### src/sv/hrs_pkg.sv
// Shared types and constants for the HTTP response header splitter.
// No dependencies; the front, back, top level and testbench import this package.
package hrs_pkg;

  localparam int HEADER_BUFFER_BYTES = 4096;
  localparam int LIMIT_CAP_INT = (HEADER_BUFFER_BYTES - 1 > 4095) ? 4095
                                                                  : HEADER_BUFFER_BYTES - 1;
  localparam logic [11:0] LIMIT_CAP = LIMIT_CAP_INT[11:0];

  localparam int QUEUE_DEPTH = 2;

  localparam logic [11:0] HEADER_LIMIT_RST    = 12'd4095;
  localparam logic [15:0] EXPECTED_STATUS_RST = 16'd200;

  localparam logic CFG_HEADER_LIMIT    = 1'b0;
  localparam logic CFG_EXPECTED_STATUS = 1'b1;

  localparam logic [1:0] PH_HEADER = 2'd0;
  localparam logic [1:0] PH_BODY   = 2'd1;
  localparam logic [1:0] PH_STOP   = 2'd2;

  localparam logic [2:0] TM_NONE    = 3'd0;
  localparam logic [2:0] TM_CR      = 3'd1;
  localparam logic [2:0] TM_CRLF    = 3'd2;
  localparam logic [2:0] TM_CRLFCR  = 3'd3;
  localparam logic [2:0] TM_LF      = 3'd4;

  localparam logic [2:0] PS_WAIT_SP = 3'd0;
  localparam logic [2:0] PS_SKIP_WS = 3'd1;
  localparam logic [2:0] PS_SIGN    = 3'd2;
  localparam logic [2:0] PS_DIGITS  = 3'd3;
  localparam logic [2:0] PS_DONE    = 3'd4;

  localparam logic [2:0] EV_HDR    = 3'd0;
  localparam logic [2:0] EV_BODY   = 3'd1;
  localparam logic [2:0] EV_OK     = 3'd2;
  localparam logic [2:0] EV_BADST  = 3'd3;
  localparam logic [2:0] EV_TOOBIG = 3'd4;
  localparam logic [2:0] EV_EARLY  = 3'd5;
  localparam logic [2:0] EV_DONE   = 3'd6;
  localparam logic [2:0] EV_IGN    = 3'd7;

  localparam logic [7:0] CH_CR    = 8'h0D;
  localparam logic [7:0] CH_LF    = 8'h0A;
  localparam logic [7:0] CH_SPACE = 8'h20;
  localparam logic [7:0] CH_TAB   = 8'h09;
  localparam logic [7:0] CH_PLUS  = 8'h2B;
  localparam logic [7:0] CH_MINUS = 8'h2D;
  localparam logic [7:0] CH_ZERO  = 8'h30;
  localparam logic [7:0] CH_NINE  = 8'h39;

  typedef struct packed {
    logic [7:0]  body_byte;
    logic [2:0]  event_res;
    logic [15:0] status_value;
  } hrs_rec_t;

  typedef struct packed {
    logic [7:0]  body_byte;
    logic [2:0]  event_res;
    logic [15:0] status_value;
    logic [31:0] total_bytes;
  } hrs_out_t;

endpackage

### src/sv/hrs_fifo.sv
// Small register queue used between the front and back parts and at the output.
// Depends on nothing but its parameters.
module hrs_fifo #(
  parameter int WIDTH = 8,
  parameter int DEPTH = 2
) (
  input  logic             clk,
  input  logic             rst_n,
  input  logic             push,
  input  logic [WIDTH-1:0] push_data,
  output logic             full,
  input  logic             pop,
  output logic [WIDTH-1:0] pop_data,
  output logic             empty
);

  localparam int AW = (DEPTH > 1) ? $clog2(DEPTH) : 1;
  localparam int CW = $clog2(DEPTH + 1);
  localparam logic [CW-1:0] DEPTH_C = DEPTH[CW-1:0];

  logic [WIDTH-1:0] slots_r [DEPTH];
  logic [AW-1:0]    wr_ptr_r, rd_ptr_r;
  logic [CW-1:0]    count_r;
  logic             do_push, do_pop;

  assign full     = (count_r == DEPTH_C);
  assign empty    = (count_r == '0);
  assign do_push  = push & ~full;
  assign do_pop   = pop & ~empty;
  assign pop_data = slots_r[rd_ptr_r];

  function automatic logic [AW-1:0] next_ptr(input logic [AW-1:0] p);
    logic [AW-1:0] n;
    n = p + 1'b1;
    if (p == AW'(DEPTH - 1)) begin
      n = '0;
    end
    return n;
  endfunction

  always_ff @(posedge clk) begin
    if (do_push) begin
      slots_r[wr_ptr_r] <= push_data;
    end
  end

  always_ff @(posedge clk) begin
    if (!rst_n) begin
      wr_ptr_r <= '0;
      rd_ptr_r <= '0;
      count_r  <= '0;
    end else begin
      if (do_push) begin
        wr_ptr_r <= next_ptr(wr_ptr_r);
      end
      if (do_pop) begin
        rd_ptr_r <= next_ptr(rd_ptr_r);
      end
      if (do_push && !do_pop) begin
        count_r <= count_r + 1'b1;
      end else if (do_pop && !do_push) begin
        count_r <= count_r - 1'b1;
      end
    end
  end

endmodule

### src/sv/hrs_front.sv
// Front part: configuration registers, header framing, status parsing, classification.
// Depends on hrs_pkg.
module hrs_front (
  input  logic              clk,
  input  logic              rst_n,
  input  logic              cfg_we,
  input  logic              cfg_index,
  input  logic [15:0]       cfg_data,
  input  logic              take,
  input  logic [7:0]        data_byte,
  input  logic              stream_end,
  output hrs_pkg::hrs_rec_t rec
);
  import hrs_pkg::*;

  logic [11:0] header_limit_r;
  logic [15:0] expected_status_r;

  logic [1:0]  phase_r, phase_nxt;
  logic [2:0]  term_r, term_nxt;
  logic [11:0] hcount_r, hcount_nxt;
  logic [2:0]  pstep_r, pstep_nxt;
  logic [15:0] accum_r, accum_nxt;
  logic        neg_r, neg_nxt;

  logic [11:0] lim;
  logic        is_ws, is_digit, term_hit;
  logic [19:0] mac;
  logic [2:0]  ev;

  always_ff @(posedge clk) begin
    if (!rst_n) begin
      header_limit_r    <= HEADER_LIMIT_RST;
      expected_status_r <= EXPECTED_STATUS_RST;
    end else if (cfg_we) begin
      unique case (cfg_index)
        CFG_HEADER_LIMIT:    header_limit_r    <= cfg_data[11:0];
        CFG_EXPECTED_STATUS: expected_status_r <= cfg_data;
        default: ;
      endcase
    end
  end

  assign lim      = (header_limit_r < LIMIT_CAP) ? header_limit_r : LIMIT_CAP;
  assign is_ws    = (data_byte == CH_SPACE) || (data_byte >= CH_TAB && data_byte <= CH_CR);
  assign is_digit = (data_byte >= CH_ZERO) && (data_byte <= CH_NINE);
  assign mac      = {1'b0, accum_r, 3'b000} + {3'b000, accum_r, 1'b0}
                  + {16'd0, data_byte[3:0]};

  always_comb begin
    phase_nxt = phase_r;
    term_nxt  = term_r;
    hcount_nxt = hcount_r;
    pstep_nxt = pstep_r;
    accum_nxt = accum_r;
    neg_nxt   = neg_r;
    term_hit  = 1'b0;
    ev        = EV_IGN;

    if (phase_r == PH_HEADER) begin
      if (stream_end) begin
        ev        = EV_EARLY;
        phase_nxt = PH_STOP;
      end else if (hcount_r >= lim) begin
        ev        = EV_TOOBIG;
        phase_nxt = PH_STOP;
      end else begin
        hcount_nxt = hcount_r + 1'b1;
        ev         = EV_HDR;

        unique case (pstep_r)
          PS_WAIT_SP: begin
            if (data_byte == CH_SPACE) begin
              pstep_nxt = PS_SKIP_WS;
            end
          end
          PS_SKIP_WS: begin
            if (!is_ws) begin
              if (data_byte == CH_PLUS) begin
                pstep_nxt = PS_SIGN;
              end else if (data_byte == CH_MINUS) begin
                neg_nxt   = 1'b1;
                pstep_nxt = PS_SIGN;
              end else if (is_digit) begin
                accum_nxt = {12'd0, data_byte[3:0]};
                pstep_nxt = PS_DIGITS;
              end else begin
                pstep_nxt = PS_DONE;
              end
            end
          end
          PS_SIGN, PS_DIGITS: begin
            if (is_digit) begin
              accum_nxt = (mac > 20'd65535) ? 16'hFFFF : mac[15:0];
              pstep_nxt = PS_DIGITS;
            end else begin
              pstep_nxt = PS_DONE;
            end
          end
          default: ;
        endcase

        if (data_byte == CH_CR) begin
          term_nxt = (term_r == TM_CRLF) ? TM_CRLFCR : TM_CR;
        end else if (data_byte == CH_LF) begin
          if (term_r == TM_CRLF || term_r == TM_CRLFCR || term_r == TM_LF) begin
            term_nxt = TM_NONE;
            term_hit = 1'b1;
          end else begin
            term_nxt = (term_r == TM_CR) ? TM_CRLF : TM_LF;
          end
        end else begin
          term_nxt = TM_NONE;
        end

        if (term_hit) begin
          if (!neg_nxt && accum_nxt == expected_status_r) begin
            ev        = EV_OK;
            phase_nxt = PH_BODY;
          end else begin
            ev        = EV_BADST;
            phase_nxt = PH_STOP;
          end
        end
      end
    end else if (phase_r == PH_BODY) begin
      if (stream_end) begin
        ev        = EV_DONE;
        phase_nxt = PH_STOP;
      end else begin
        ev = EV_BODY;
      end
    end
  end

  assign rec.body_byte    = (ev == EV_BODY) ? data_byte : 8'd0;
  assign rec.event_res    = ev;
  assign rec.status_value = accum_nxt;

  always_ff @(posedge clk) begin
    if (!rst_n) begin
      phase_r  <= PH_HEADER;
      term_r   <= TM_NONE;
      hcount_r <= '0;
      pstep_r  <= PS_WAIT_SP;
      accum_r  <= '0;
      neg_r    <= 1'b0;
    end else if (take) begin
      phase_r  <= phase_nxt;
      term_r   <= term_nxt;
      hcount_r <= hcount_nxt;
      pstep_r  <= pstep_nxt;
      accum_r  <= accum_nxt;
      neg_r    <= neg_nxt;
    end
  end

endmodule

### src/sv/hrs_back.sv
// Back part: body byte totals and the result queue.
// Depends on hrs_pkg and hrs_fifo.
module hrs_back (
  input  logic              clk,
  input  logic              rst_n,
  input  hrs_pkg::hrs_rec_t rec,
  input  logic              rec_valid,
  output logic              rec_take,
  input  logic              out_pop,
  output logic              out_empty,
  output hrs_pkg::hrs_out_t res
);
  import hrs_pkg::*;

  logic [31:0] total_r, total_nxt;
  logic        q_full;
  hrs_out_t    q_in;
  logic [$bits(hrs_out_t)-1:0] q_out;

  assign rec_take  = rec_valid & ~q_full;
  assign total_nxt = (rec.event_res == EV_BODY && total_r != 32'hFFFF_FFFF)
                   ? total_r + 32'd1 : total_r;

  assign q_in.body_byte    = rec.body_byte;
  assign q_in.event_res    = rec.event_res;
  assign q_in.status_value = rec.status_value;
  assign q_in.total_bytes  = total_nxt;

  always_ff @(posedge clk) begin
    if (!rst_n) begin
      total_r <= '0;
    end else if (rec_take) begin
      total_r <= total_nxt;
    end
  end

  hrs_fifo #(
    .WIDTH ($bits(hrs_out_t)),
    .DEPTH (QUEUE_DEPTH)
  ) u_outq (
    .clk       (clk),
    .rst_n     (rst_n),
    .push      (rec_take),
    .push_data (q_in),
    .full      (q_full),
    .pop       (out_pop),
    .pop_data  (q_out),
    .empty     (out_empty)
  );

  assign res = hrs_out_t'(q_out);

endmodule

### src/sv/http_response_header_splitter.sv
// Top level of the HTTP response header splitter: front, decoupling queue, back.
// Depends on hrs_pkg, hrs_front, hrs_fifo and hrs_back.
//
//   Channel  Ports                                   Transfer when
//   input    in_data_byte, in_stream_end             in_push & !in_full
//   result   out_body_byte, out_event_res,           out_pop & !out_empty
//            out_status_value, out_total_bytes
//   config   cfg_we, cfg_index, cfg_data             cfg_we
//
// One byte per cycle sustained while the output is not stalled; each input yields one result.
// From input transfer to the ports, a result passes through the front-to-back queue
// and then the output queue (two entries each).
// A stalled output fills the output queue, then the middle queue, then raises in_full.
// Reset (synchronous, rst_n low) returns to header phase with registers at defaults.
module http_response_header_splitter (
  input  logic        clk,
  input  logic        rst_n,
  input  logic        cfg_we,
  input  logic        cfg_index,
  input  logic [15:0] cfg_data,
  input  logic        in_push,
  output logic        in_full,
  input  logic [7:0]  in_data_byte,
  input  logic        in_stream_end,
  output logic        out_empty,
  input  logic        out_pop,
  output logic [7:0]  out_body_byte,
  output logic [2:0]  out_event_res,
  output logic [15:0] out_status_value,
  output logic [31:0] out_total_bytes
);
  import hrs_pkg::*;

  hrs_rec_t front_rec;
  logic [$bits(hrs_rec_t)-1:0] mid_out;
  logic     mid_empty, mid_take, in_take;
  hrs_out_t res;

  assign in_take = in_push & ~in_full;

  hrs_front u_front (
    .clk        (clk),
    .rst_n      (rst_n),
    .cfg_we     (cfg_we),
    .cfg_index  (cfg_index),
    .cfg_data   (cfg_data),
    .take       (in_take),
    .data_byte  (in_data_byte),
    .stream_end (in_stream_end),
    .rec        (front_rec)
  );

  hrs_fifo #(
    .WIDTH ($bits(hrs_rec_t)),
    .DEPTH (QUEUE_DEPTH)
  ) u_midq (
    .clk       (clk),
    .rst_n     (rst_n),
    .push      (in_take),
    .push_data (front_rec),
    .full      (in_full),
    .pop       (mid_take),
    .pop_data  (mid_out),
    .empty     (mid_empty)
  );

  hrs_back u_back (
    .clk       (clk),
    .rst_n     (rst_n),
    .rec       (hrs_rec_t'(mid_out)),
    .rec_valid (~mid_empty),
    .rec_take  (mid_take),
    .out_pop   (out_pop),
    .out_empty (out_empty),
    .res       (res)
  );

  assign out_body_byte    = res.body_byte;
  assign out_event_res    = res.event_res;
  assign out_status_value = res.status_value;
  assign out_total_bytes  = res.total_bytes;

endmodule

### config.mk
export PLATFORM = sky130hd
export DESIGN_NAME = http_response_header_splitter
export DESIGN_NICKNAME = d
export VERILOG_FILES = /design/src/sv/hrs_pkg.sv /design/src/sv/hrs_fifo.sv /design/src/sv/hrs_front.sv /design/src/sv/hrs_back.sv /design/src/sv/http_response_header_splitter.sv
export SDC_FILE = /design/constraint.sdc
export NUM_CORES = 1
export LEC_CHECK = 0
export BUFFER_PORTS_ARGS = -buffer_cell sky130_fd_sc_hd__buf_2
export CORE_AREA = 2 2 216 197
export CTS_CLUSTER_DIAMETER = 50
export DETAILED_ROUTE_END_ITERATION = 8
export DIE_AREA = 0 0 218 199
export GPL_TIMING_DRIVEN = 0
export PLACE_DENSITY_LB_ADDON = 0.05
export SLEW_MARGIN = 20
export SYNTH_ARGS = -nofsm -noshare
export SYNTH_HDL_FRONTEND = slang
export SYNTH_SLANG_ARGS = --single-unit
### constraint.sdc
create_clock -name clk -period 4.3 [get_ports clk]
set_input_delay 0 -clock clk [delete_from_list [all_inputs] [get_ports clk]]
set_output_delay 0 -clock clk [all_outputs]
set_load 0.01 [all_outputs]
==> metrics.yaml, run 1 <==
routed-via-count: 10300
synth_edf_count: 172
clkLatencyLatePin_ps: 560
timing.rr.start: "u_front.accum_r[0]"
vdd_drop_max_mv: 0.262
slowest_stage: "fa_1"
arrival_ps: 4400
start_util_pct: 33.6
synthToLayoutAreaGrowth_pct: 22.4
startpoint_type: "flip-flop"
grtUsageMet2_pct: 26.0
rows: 71
htree_levels: 2
drv_slew: 0
syn_area_per_cell_um2: 10.9
startpoint: "u_front.accum_r[0]"
drv_cap: 0
die_w_um: 218
p_leak_nw: 6.36
fmax_mhz: 241
clock_sinks: 279
path_class: "reg2reg"
fin_util_pct: 41.2
fp.dieH_um: 199
hpwl_mm: 27.9
r2r_setup_slack_ps: 150
wl_per_cell_um: 18.9
power_density_nw_per_um2: 587
seq_area_frac_synth_pct: 52.7
hold_class: "in2reg"
r2r-end: "u_midq.slots_r[1][16]"
power_mw: 9.97
cts_inserted_buffers: 38
cp.buffers_inverters: 3
finalCritPeriodShare_pct: 96.5
grt_max_degree: 34
ys_warn_count: 0
stdcell_count: 2024
grt_pass1_vias: 10200
ant_nets: 0
hold_viol_final: 0
min_from: "in_data_byte[0]"
grt_pass1_wl_mm: 59.9
layout-drive-gt1-share_pct: 20.9
grtUsageMet1_pct: 27.3
crit_fanout: 10
fin_crit_ps: 4150
rsz0062_at_grt: "false"
first_pass_iters: 6
drt-vias-per-instance: 5.10
crit_path_end: "u_midq.slots_r[1][16]"
fin_skew_ps: 26.4
tns_ps: 0
synth_area_um2: 13900
clk_pin_slew_worst_paths_ps: 60
coreArea_um2: 41200
cts_tree: "built"
layout_common_cells: "edfxtp_1 (172), nor2_1 (118), nand2_1 (116)"
worstMarginPinSlew_ps: 1080
cp.required_ps: 4550
endpoint_kind: "flip-flop"
place.gp.congestion: 0.853
use_met3_pct: 3.33
synth-seq-cells: 279
synth_nets: 1356
async_reset_ff_share_pct: 0
antenna_found_initial: 1
synth_cell_type_count: 80
io_pins: 92
relSlewSlack_pct: 28.1
cts_max_path_buffers: 3
cts_root_buf: "clkbuf_16"
num-fill-cells: 4071
grt.overflow.total: 0
placed_area_um2: 15100
critPathTopFamily: "compound AO/OA/AOI/OAI gates"
pre_cts_slack_ps: -589
setup_viol: 0
mostFrequentLayoutCell: "edfxtp_1"
cp_num_cells: 14
fin_area_um2: 17000
grtUsageTotal_pct: 18.0
timing.final.ws_setup_ps: 149
port_buffers: 90
die-area_um2: 43400
drtIter0Drc: 593
drc: 0
netlist_instances: 1276
crit_chain: "inv_2 -> fa_1 -> inv_1 -> ha_1 -> a211oi_4 -> o31ai_4 -> o221ai_4 -> mux2_2 -> a211o_4 -> or2_4 -> buf_4 -> o21ai_0 -> and4_4 -> a31oi_1"
slowest_delay_ps: 510
num-nets-final: 1526
grt.busiest_layer: "met1"
status: "completed"
hold_ws_ps: 106
reg2reg_depth: 14
ys.flop_type: "edfxtp_1"
dp_cells: 1918
wl_mm: 38.2
## how the worst min path moves through the flow
stage | to | slack (ps) | cells after the start
after floorplan | u_front.expected_status_r[3] | 120 | 2
after global placement | u_front.expected_status_r[15] | 250 | 3
after detailed placement | u_front.header_limit_r[0] | 250 | 3
after CTS | u_front.term_r[0] | 70 | 4
after global routing | u_midq.slots_r[0][20] | 130 | 3
final | u_front.term_r[0] | 110 | 4
## what timing repair did
item,4_1_cts,5_1_grt
endpoints found under the hold margin,43,0
endpoints found under the setup margin,45,7
pin swaps,5,5
buffers inserted,6,0
hold buffers,30,0
resized for setup,16,13
## power breakdown
group	internal (mW)	leakage, nW	total, mW	switching [mW]
sequential	3.56	2.51	3.76	0.200
clock	2.12	0.664	3.35	1.23
combinational	1.19	3.18	2.86	1.67
## registers in the layout, indices dropped and copies added, names as in the netlist, named ones only
signal                     cells
u_front.hcount_r              12
u_back.total_r                32
u_back.u_outq.count_r          2
u_midq.slots_r                54
u_front.phase_r                2
u_front.expected_status_r     16
u_front.pstep_r                3
u_back.u_outq.wr_ptr_r         1
u_front.term_r                 3
u_midq.rd_ptr_r                1
u_midq.wr_ptr_r                1
u_front.header_limit_r        12
u_midq.count_r                 2
u_front.accum_r               16
u_front.neg_r                  1
u_back.u_outq.slots_r        118
u_back.u_outq.rd_ptr_r         1
## metal layers
layer	part of all wire, %	wire length, um
met2	42	15900
met4	1.7	637
met1	51	19700
met5	0	0
met3	5.3	2010
## cells by family (layout without fill, tap and decap cells)
| group | count (synthesis) | after routing | share of synthesized area (%) |
|---|---|---|---|
| and+or+nand+nor | 414 | 414 | 14.5 |
| DFF | 279 | 279 | 52.7 |
| AOI/OAI and AO/OA | 250 | 250 | 12.3 |
| buffers and inverters | 104 | 304 | 2.92 |
| muxes | 97 | 97 | 7.82 |
| xor gates and xnor gates | 83 | 83 | 5.24 |
| adders and majority gates | 49 | 49 | 4.53 |
| other | 0 | 1 | 0 |
## synth_stat cells, types with 5 or more instances
cell / n / area (um2)
nand4_1: 11 / 68.8
a211oi_1: 9 / 67.6
clkbuf_1: 41 / 154
o21a_1: 14 / 105
buf_1: 9 / 33.8
nor3_1: 26 / 130
o211ai_1: 19 / 143
a21oi_1: 64 / 320
nand3_1: 31 / 155
ha_1: 47 / 588
edfxtp_1: 172 / 5160
a31oi_1: 6 / 37.5
o21ai_0: 46 / 230
mux2i_1: 7 / 70.1
o2bb2ai_1: 11 / 96.3
dfxtp_1: 107 / 2140
nor2_1: 120 / 450
nand2b_1: 11 / 68.8
a211o_1: 5 / 43.8
o21ba_2: 8 / 80.1
nor4_1: 15 / 93.8
a21o_1: 6 / 45.0
o31ai_1: 5 / 37.5
and2_1: 8 / 50.1
xnor2_1: 48 / 420
a2111oi_0: 5 / 43.8
mux2_2: 90 / 1010
or4_1: 5 / 37.5
or3_1: 13 / 81.3
inv_1: 44 / 165
and3_1: 21 / 131
nand2_1: 117 / 439
nor2b_1: 7 / 43.8
buf_2: 8 / 40.0
xor2_1: 35 / 307
## worst min-delay path: stages
cell	delay [ps]
clkbuf_1	230
nand3_1	190
or2_2	130
a21oi_1	50
## layout make-up
type | instances | area, um2 | share of cell area, %
Sequential cell | 279 | 7310 | 43.1
Clock inverter | 26 | 360 | 2.12
Antenna cell | 1 | 2.50 | 0.0147
Inverter | 45 | 169 | 0.995
Clock buffer | 44 | 1000 | 5.92
Timing Repair Buffer | 131 | 926 | 5.46
Multi-Input combinational cell | 893 | 6280 | 37.0
Buffer | 58 | 234 | 1.38
Tap cell | 547 | 684 | 4.03
Note: power is estimated with default switching activity, not from simulation.
==> inputs of run 2 (changes only) <==
- CORE_AREA: 2 2 216 197 -> 2 2 177 248
- DIE_AREA: 0 0 218 199 -> 0 0 179 250
- SYNTH_HIERARCHICAL: default -> 1
==> run 2 against run 1 <==
  * Critical path depth decreased by 2
  * Worst hold slack got worse by 71 ps
  * Flip-flop and latch count unchanged
  * Sequential share of layout area shrank 0.65 points
  * Register-to-register slack worse by 130 ps
  * Global-route usage rose by 0.61 points
  * Final cell count increased by 2.6%
  * Highest routed layer unchanged
  * Setup slack worse by 130 ps
==> metrics.yaml, run 2 <==
status: "completed"
path_class: "reg2reg"
r2r_setup_slack_ps: 20  # -130 ps
drv_slew: 0  # unchanged
wl_per_cell_um: 20.0  # +5.9%
die-area_um2: 44800  # +3.2%
synth_nets: 1402  # +3.4%
power_mw: 9.31  # -6.6%
start_util_pct: 33.5  # -0.094 points
fin_util_pct: 40.5  # -0.63 points
die_w_um: 179  # -18%
fp.dieH_um: 250  # +26%
placed_area_um2: 15600  # +3.0%
first_pass_iters: 7  # +1
crit_chain: "fa_2 -> fa_2 -> a211oi_4 -> o21ai_2 -> and4_1 -> or4_4 -> a21o_4 -> or4b_4 -> a221oi_2 -> o211ai_1 -> and4bb_1 -> o211ai_1"
grt_max_degree: 36  # +5.9%
p_clk_share_pct: 30.7  # -2.9 points
synthToLayoutAreaGrowth_pct: 20.9
largest_reg_flops: 118  # unchanged
io_pins: 92  # unchanged
seq_area_um2: 7340  # +0.43%
hold_class: "in2reg"
num-nets-final: 1579  # +3.5%
grt.overflow.total: 0  # unchanged
fmax_mhz: 233  # -3.1%
multi_input_area_um2: 6700  # +6.7%
sw_frac_of_total_pct: 31.3  # +0.20 points
relSlewSlack_pct: 32.6  # +4.4 points
internal-power_mw: 6.40  # -6.9%
cts_inserted_buffers: 34  # -11%
synth_cell_type_count: 92  # +15%
ant_nets: 0  # unchanged
antenna_found_initial: 0  # -1
finalCritPeriodShare_pct: 99.6  # +3.1 points
synth_area_um2: 14300  # +3.2%
htree_levels: 2  # unchanged
drt-vias-per-instance: 5.26  # +3.1%
grt_pass1_vias: 10900  # +7.0%
cp.buffers_inverters: 0  # -3
cp.required_ps: 4550  # about the same
netlist_instances: 1322  # +3.6%
top_register: "u_back/u_outq/slots_r"
setup_viol: 0  # unchanged
power.switching_mw: 2.91  # -6.0%
clock_sinks: 279  # unchanged
fin_skew_ps: 20.7  # -5.70 ps
power_density_nw_per_um2: 538  # -8.4%
ys_warn_count: 6  # +6
top_regs: "u_back/u_outq/slots_r x118, u_midq/slots_r x54, u_back/total_r x32"
layout_common_cells: "edfxtp_1 (172), nand2_1 (116), buf_2 (103)"
endpoint_kind: "flip-flop"
synthTopCellsByArea: "edfxtp_1 (36%), dfxtp_1 (15%), mux2_2 (6.1%), ha_1 (4.1%), a21oi_1 (3.1%)"
fin_crit_ps: 4280  # +133 ps
drtIter0Drc: 511  # -14%
cts_max_path_buffers: 3  # unchanged
critPathTopFamily: "simple AND/OR/NAND/NOR gates"
synth_most_common_cell: "edfxtp_1"
layout-drive-gt1-share_pct: 22.5  # +1.6 points
startpoint_type: "flip-flop"
drc: 0  # unchanged
hpwl_mm: 31.1  # +12%
coreArea_um2: 42700  # +3.5%
cts_root_buf: "clkbuf_16"
rows: 90  # +27%
num-fill-cells: 4184  # +2.8%
antenna_cells: 0  # -1
p_seq_share_pct: 39.9  # +2.2 points
seq_area_frac_synth_pct: 51.1  # -1.7 points
clkLatencyLatePin_ps: 530  # -30 ps
cts_tree: "built"
synth_edf_count: 172  # unchanged
slowest_delay_ps: 510  # about the same
tns_ps: 0  # unchanged
yosys.area.top_type: "edfxtp_1"
grtUsageTotal_pct: 18.6  # +0.61 points
p_leak_nw: 6.50  # +2.3%
ys.flop_type: "edfxtp_1"
synth-seq-cells: 279  # unchanged
fin_area_um2: 17300  # +2.0%
combPwrFrac_pct: 29.4  # +0.7 points
dp_cells: 1971  # +2.8%
syn_area_per_cell_um2: 10.8  # -0.34%
rsz0062_at_grt: "true"
slowest_stage: "or4b_4"
wl_mm: 41.5  # +8.6%
crit_fanout: 5  # -5
vdd_drop_max_mv: 0.269  # +2.6%
worstMarginPinSlew_ps: 1010  # -71.0 ps
hold_viol_final: 0  # unchanged
stdcell_count: 2076  # +2.6%
place.gp.congestion: 0.896  # +5.1%
arrival_ps: 4540  # +140 ps
netlist_top_cells_count: "edfxtp_1 (172), nand2_1 (118), dfxtp_1 (107)"
routed-via-count: 10900  # +5.7%
async_reset_ff_share_pct: 0  # unchanged
port_buffers: 89  # -1.1%
mostFrequentLayoutCell: "edfxtp_1"
clk_pin_slew_worst_paths_ps: 60  # about the same
drv_cap: 0  # unchanged
grt_pass1_wl_mm: 63.3  # +5.7%
synth_top_cell_area_share_pct: 36.1  # -1.2 points
[run 2: power by group through the flow]
stage	combinational (mW)	sequential, mW	clock, mW
floorplan	1.67	3.73	0
global placement	2.55	3.78	0
detailed placement	2.72	3.78	0
CTS	2.79	3.72	2.95
global route	2.98	3.77	3.05
finish	2.74	3.71	2.85
[run 2: what timing repair did]
item / 4_1_cts / 5_1_grt
pin swaps: 20 / 9
hold buffers: 30 / 0
setup buffers: 11 / 4
resized for setup: 33 / 18
hold endpoints to repair: 48 / 0
endpoints found under the setup margin: 20 / 6
[run 2: final cells by class]
| type | count | area share (%) |
|---|---|---|
| sequential | 279 | 42.4 |
| multi-input combinational | 935 | 38.7 |
| timing repair buffer | 142 | 5.71 |
| clock buffer | 45 | 5.39 |
| tap | 552 | 3.99 |
| buffer | 66 | 1.81 |
| clock inverter | 16 | 1.06 |
| inverter | 41 | 0.890 |
[run 2: through the flow]
stage,hold WS [ps],setup WS (ps)
2_1_floorplan,118,23.6
3_3_place_gp,245,-1660
3_5_place_dp,248,-622
4_1_cts,7.51,1.07
5_1_grt,34.4,-113
6_report,35.8,15.7
[run 2: worst paths after layout]
path / from / endpoint / depth (start not counted)
setup / recovery: u_front/accum_r[0] / u_midq/slots_r[0][16] / 12
hold / removal: in_data_byte[3] / u_midq/slots_r[1][22] / 2
hold reg to reg: u_front/term_r[0] / u_front/term_r[0] / 2
setup reg to reg: u_front/accum_r[0] / u_midq/slots_r[0][16] / 12
[run 2: cell families after synthesis]
| group | Yosys count | share of synthesized area (%) |
|---|---|---|
| AOI/OAI and AO/OA | 292 | 13.5 |
| xor gates and xnor gates | 55 | 3.37 |
| adders and majority gates | 49 | 4.39 |
| buffers and inverters | 108 | 3.20 |
| DFF | 279 | 51.1 |
| muxes | 102 | 8.16 |
| and+or+nand+nor | 437 | 16.3 |
[run 2: worst register-to-register path, stage by stage, from the launching register on]
cell and delay (ps):
dfxtp_4 390, fa_2 490, fa_2 410, a211oi_4 300, o21ai_2 100, and4_1 170, or4_4 430, a21o_4 260
or4b_4 510, a221oi_2 240, o211ai_1 220, and4bb_1 350, o211ai_1 150
[run 2: per-layer routing]
metal | up-vias | wire length [um] | global-route usage [%]
met3 | 87 | 1410 | 2.54
met2 | 228 | 22700 | 35.8
met5 | - | 0 | 0
met1 | 5285 | 15100 | 18.9
met4 | 0 | 2220 | 9.92
li1 | 5314 | - | -
==> inputs of run 3 (changes only) <==
- CTS_BUF_LIST: default -> sky130_fd_sc_hd__clkbuf_16
==> run 3 against run 2 <==
  * Largest power group unchanged
  * Critical path type unchanged
  * Global-route usage hardly changed
  * Non-clock buffer count is the same
  * First-iteration DRC count decreased by 2.0%
  * Clock power decreased by 2%
  * Flip-flop and latch count did not move
  * Clock-buffer cell count fell by 10
  * Routed wire length hardly changed
==> metrics.yaml, run 3 (synthesis results as in run 2) <==
status: "completed"
timing.rr.start: "u_front/accum_r[0]"
power_mw: 9.26  # -0.60%
cts_root_buf: "clkbuf_16"
drc: 0  # unchanged
min_from: "in_data_byte[3]"
layout-drive-gt1-share_pct: 22.4  # -0.13 points
drv_slew: 0  # unchanged
wl_per_cell_um: 20.0  # about the same
cts_tree: "built"
pre_cts_slack_ps: -622  # unchanged
antenna_cells: 0  # unchanged
path_class: "reg2reg"
top_register: "u_back/u_outq/slots_r"
timing.final.ws_setup_ps: 13.1  # -2.66 ps
holdPathStages: 2  # unchanged
die-area_um2: 44800  # unchanged
clock_sinks: 279  # unchanged
crit_fanout: 4  # -1
grt_max_degree: 36  # unchanged
die_w_um: 179  # unchanged
largest_reg_flops: 118  # unchanged
rows: 90  # unchanged
worstMarginPinSlew_ps: 1010  # +1.15 ps
coreArea_um2: 42700  # unchanged
power_density_nw_per_um2: 536  # -0.48%
hold_ws_ps: 38.1  # +2.35 ps
r2r_setup_slack_ps: 10  # about the same
place.gp.congestion: 0.896  # unchanged
arrival_ps: 4540  # about the same
hold_end: "u_midq/slots_r[1][22]"
stdcell_count: 2076  # unchanged
clk_pin_slew_worst_paths_ps: 60  # about the same
layout_common_cells: "edfxtp_1 (172), nand2_1 (116), buf_2 (103)"
fin_util_pct: 40.5  # -0.047 points
vdd_drop_max_mv: 0.269  # about the same
synthToLayoutAreaGrowth_pct: 20.7
drv_cap: 0  # unchanged
cts_inserted_buffers: 34  # unchanged
reg2reg_depth: 12  # unchanged
cp.buffers_inverters: 0  # unchanged
r2r-end: "u_midq/slots_r[0][16]"
htree_levels: 2  # unchanged
start_util_pct: 33.5  # unchanged
grt_pass1_wl_mm: 63.3  # about the same
ant_nets: 0  # unchanged
grtUsageTotal_pct: 18.6  # about the same
fin_skew_ps: 20.1  # -0.659 ps
crit_chain: "fa_2 -> ha_4 -> a211oi_4 -> o21a_1 -> o221ai_2 -> and3b_2 -> or3_4 -> nor3_4 -> mux2_2 -> or4_4 -> and4bb_1 -> o211ai_1"
cts_max_path_buffers: 3  # unchanged
critPathTopFamily: "simple AND/OR/NAND/NOR gates"
hold_class: "in2reg"
grt_pass1_vias: 10900  # -0.074%
drtIter0Drc: 501  # -2.0%
port_buffers: 89  # unchanged
clkLatencyLatePin_ps: 530  # about the same
relSlewSlack_pct: 32.5  # -0.077 points
fmax_mhz: 233  # about the same
fin_crit_ps: 4290  # +2.66 ps
startpoint_type: "flip-flop"
endpoint_kind: "flip-flop"
wl_mm: 41.5  # about the same
top_regs: "u_back/u_outq/slots_r x118, u_midq/slots_r x54, u_back/total_r x32"
num-nets-final: 1579  # unchanged
routed-via-count: 10900  # -0.082%
rsz0062_at_grt: "true"
antenna_found_initial: 0  # unchanged
io_pins: 92  # unchanged
hpwl_mm: 31.1  # unchanged
finalCritPeriodShare_pct: 99.7  # about the same
drt-vias-per-instance: 5.25  # about the same
p_leak_nw: 6.52  # +0.34%
dp_cells: 1971  # unchanged
slowest_stage: "fa_2"
setup_viol: 0  # unchanged
cp.required_ps: 4550  # about the same
mostFrequentLayoutCell: "edfxtp_1"
slowest_delay_ps: 590  # +80 ps
fp.dieH_um: 250  # unchanged
grt.overflow.total: 0  # unchanged
hold_viol_final: 0  # unchanged
first_pass_iters: 7  # unchanged
==> run 3: area by class of cell <==
class / instances / area (um2)
well taps: 552 / 691
multi-input cells: 935 / 6700
clock inverters: 26 / 220
clock buffers: 35 / 876
inverters: 41 / 154
repair buffers: 142 / 988
plain buffers: 66 / 313
flip-flops and latches: 279 / 7340
fillers: 4187 / 25400
==> run 3: worst max-delay path by stage <==
stage                                   to  cells after the start                     start
3_5_place_dp         u_midq/slots_r[1][16]                     14       u_front/accum_r[15]
4_1_cts              u_midq/slots_r[1][16]                     12        u_front/accum_r[2]
3_3_place_gp   u_back/u_outq/slots_r[0][6]                      5  u_back/u_outq/count_r[0]
2_1_floorplan        u_midq/slots_r[0][16]                     12        u_front/accum_r[0]
6_report             u_midq/slots_r[0][16]                     12        u_front/accum_r[0]
5_1_grt              u_midq/slots_r[1][16]                     14        u_front/accum_r[6]
==> run 3: routing by layer <==
metal | vias to the layer above | wire [um] | GRT usage, %
met5 | - | 0 | 0
met4 | 0 | 2210 | 9.90
met3 | 84 | 1430 | 2.54
met2 | 225 | 22700 | 35.8
met1 | 5282 | 15100 | 18.9
li1 | 5314 | - | -
==> run 3: worst reg2reg max path: cells and delay by family (launching register included) <==
family,cells,cell delay (ps)
AND/OR/NAND/NOR,5,1640
AO/OA/AOI/OAI,4,820
adder cells (fa/ha/maj),2,810
flip-flops,1,370
multiplexers,1,370
==> run 3: power by group <==
part	leakage, nW	internal, mW	switching, mW
clock network	0.564	1.63	1.17
registers	2.50	3.53	0.181
logic	3.45	1.19	1.56
total	6.52	6.35	2.91
==> run 3: timing repair <==
| item | CTS | global route |
|---|---|---|
| setup endpoints to repair | 20 | 6 |
| pin swaps | 20 | 9 |
| hold endpoints to repair | 48 | 0 |
| setup buffers | 11 | 4 |
| gates resized for setup | 34 | 17 |
| hold buffers | 30 | 0 |
==> run 3: per-stage QoR <==
step,TNS [ps],cell area (um2)
floorplan,0,14300
global placement,-102660,15500
detailed placement,-3530,15600
CTS,0,17200
global route,-317,17300
finish,0,17300
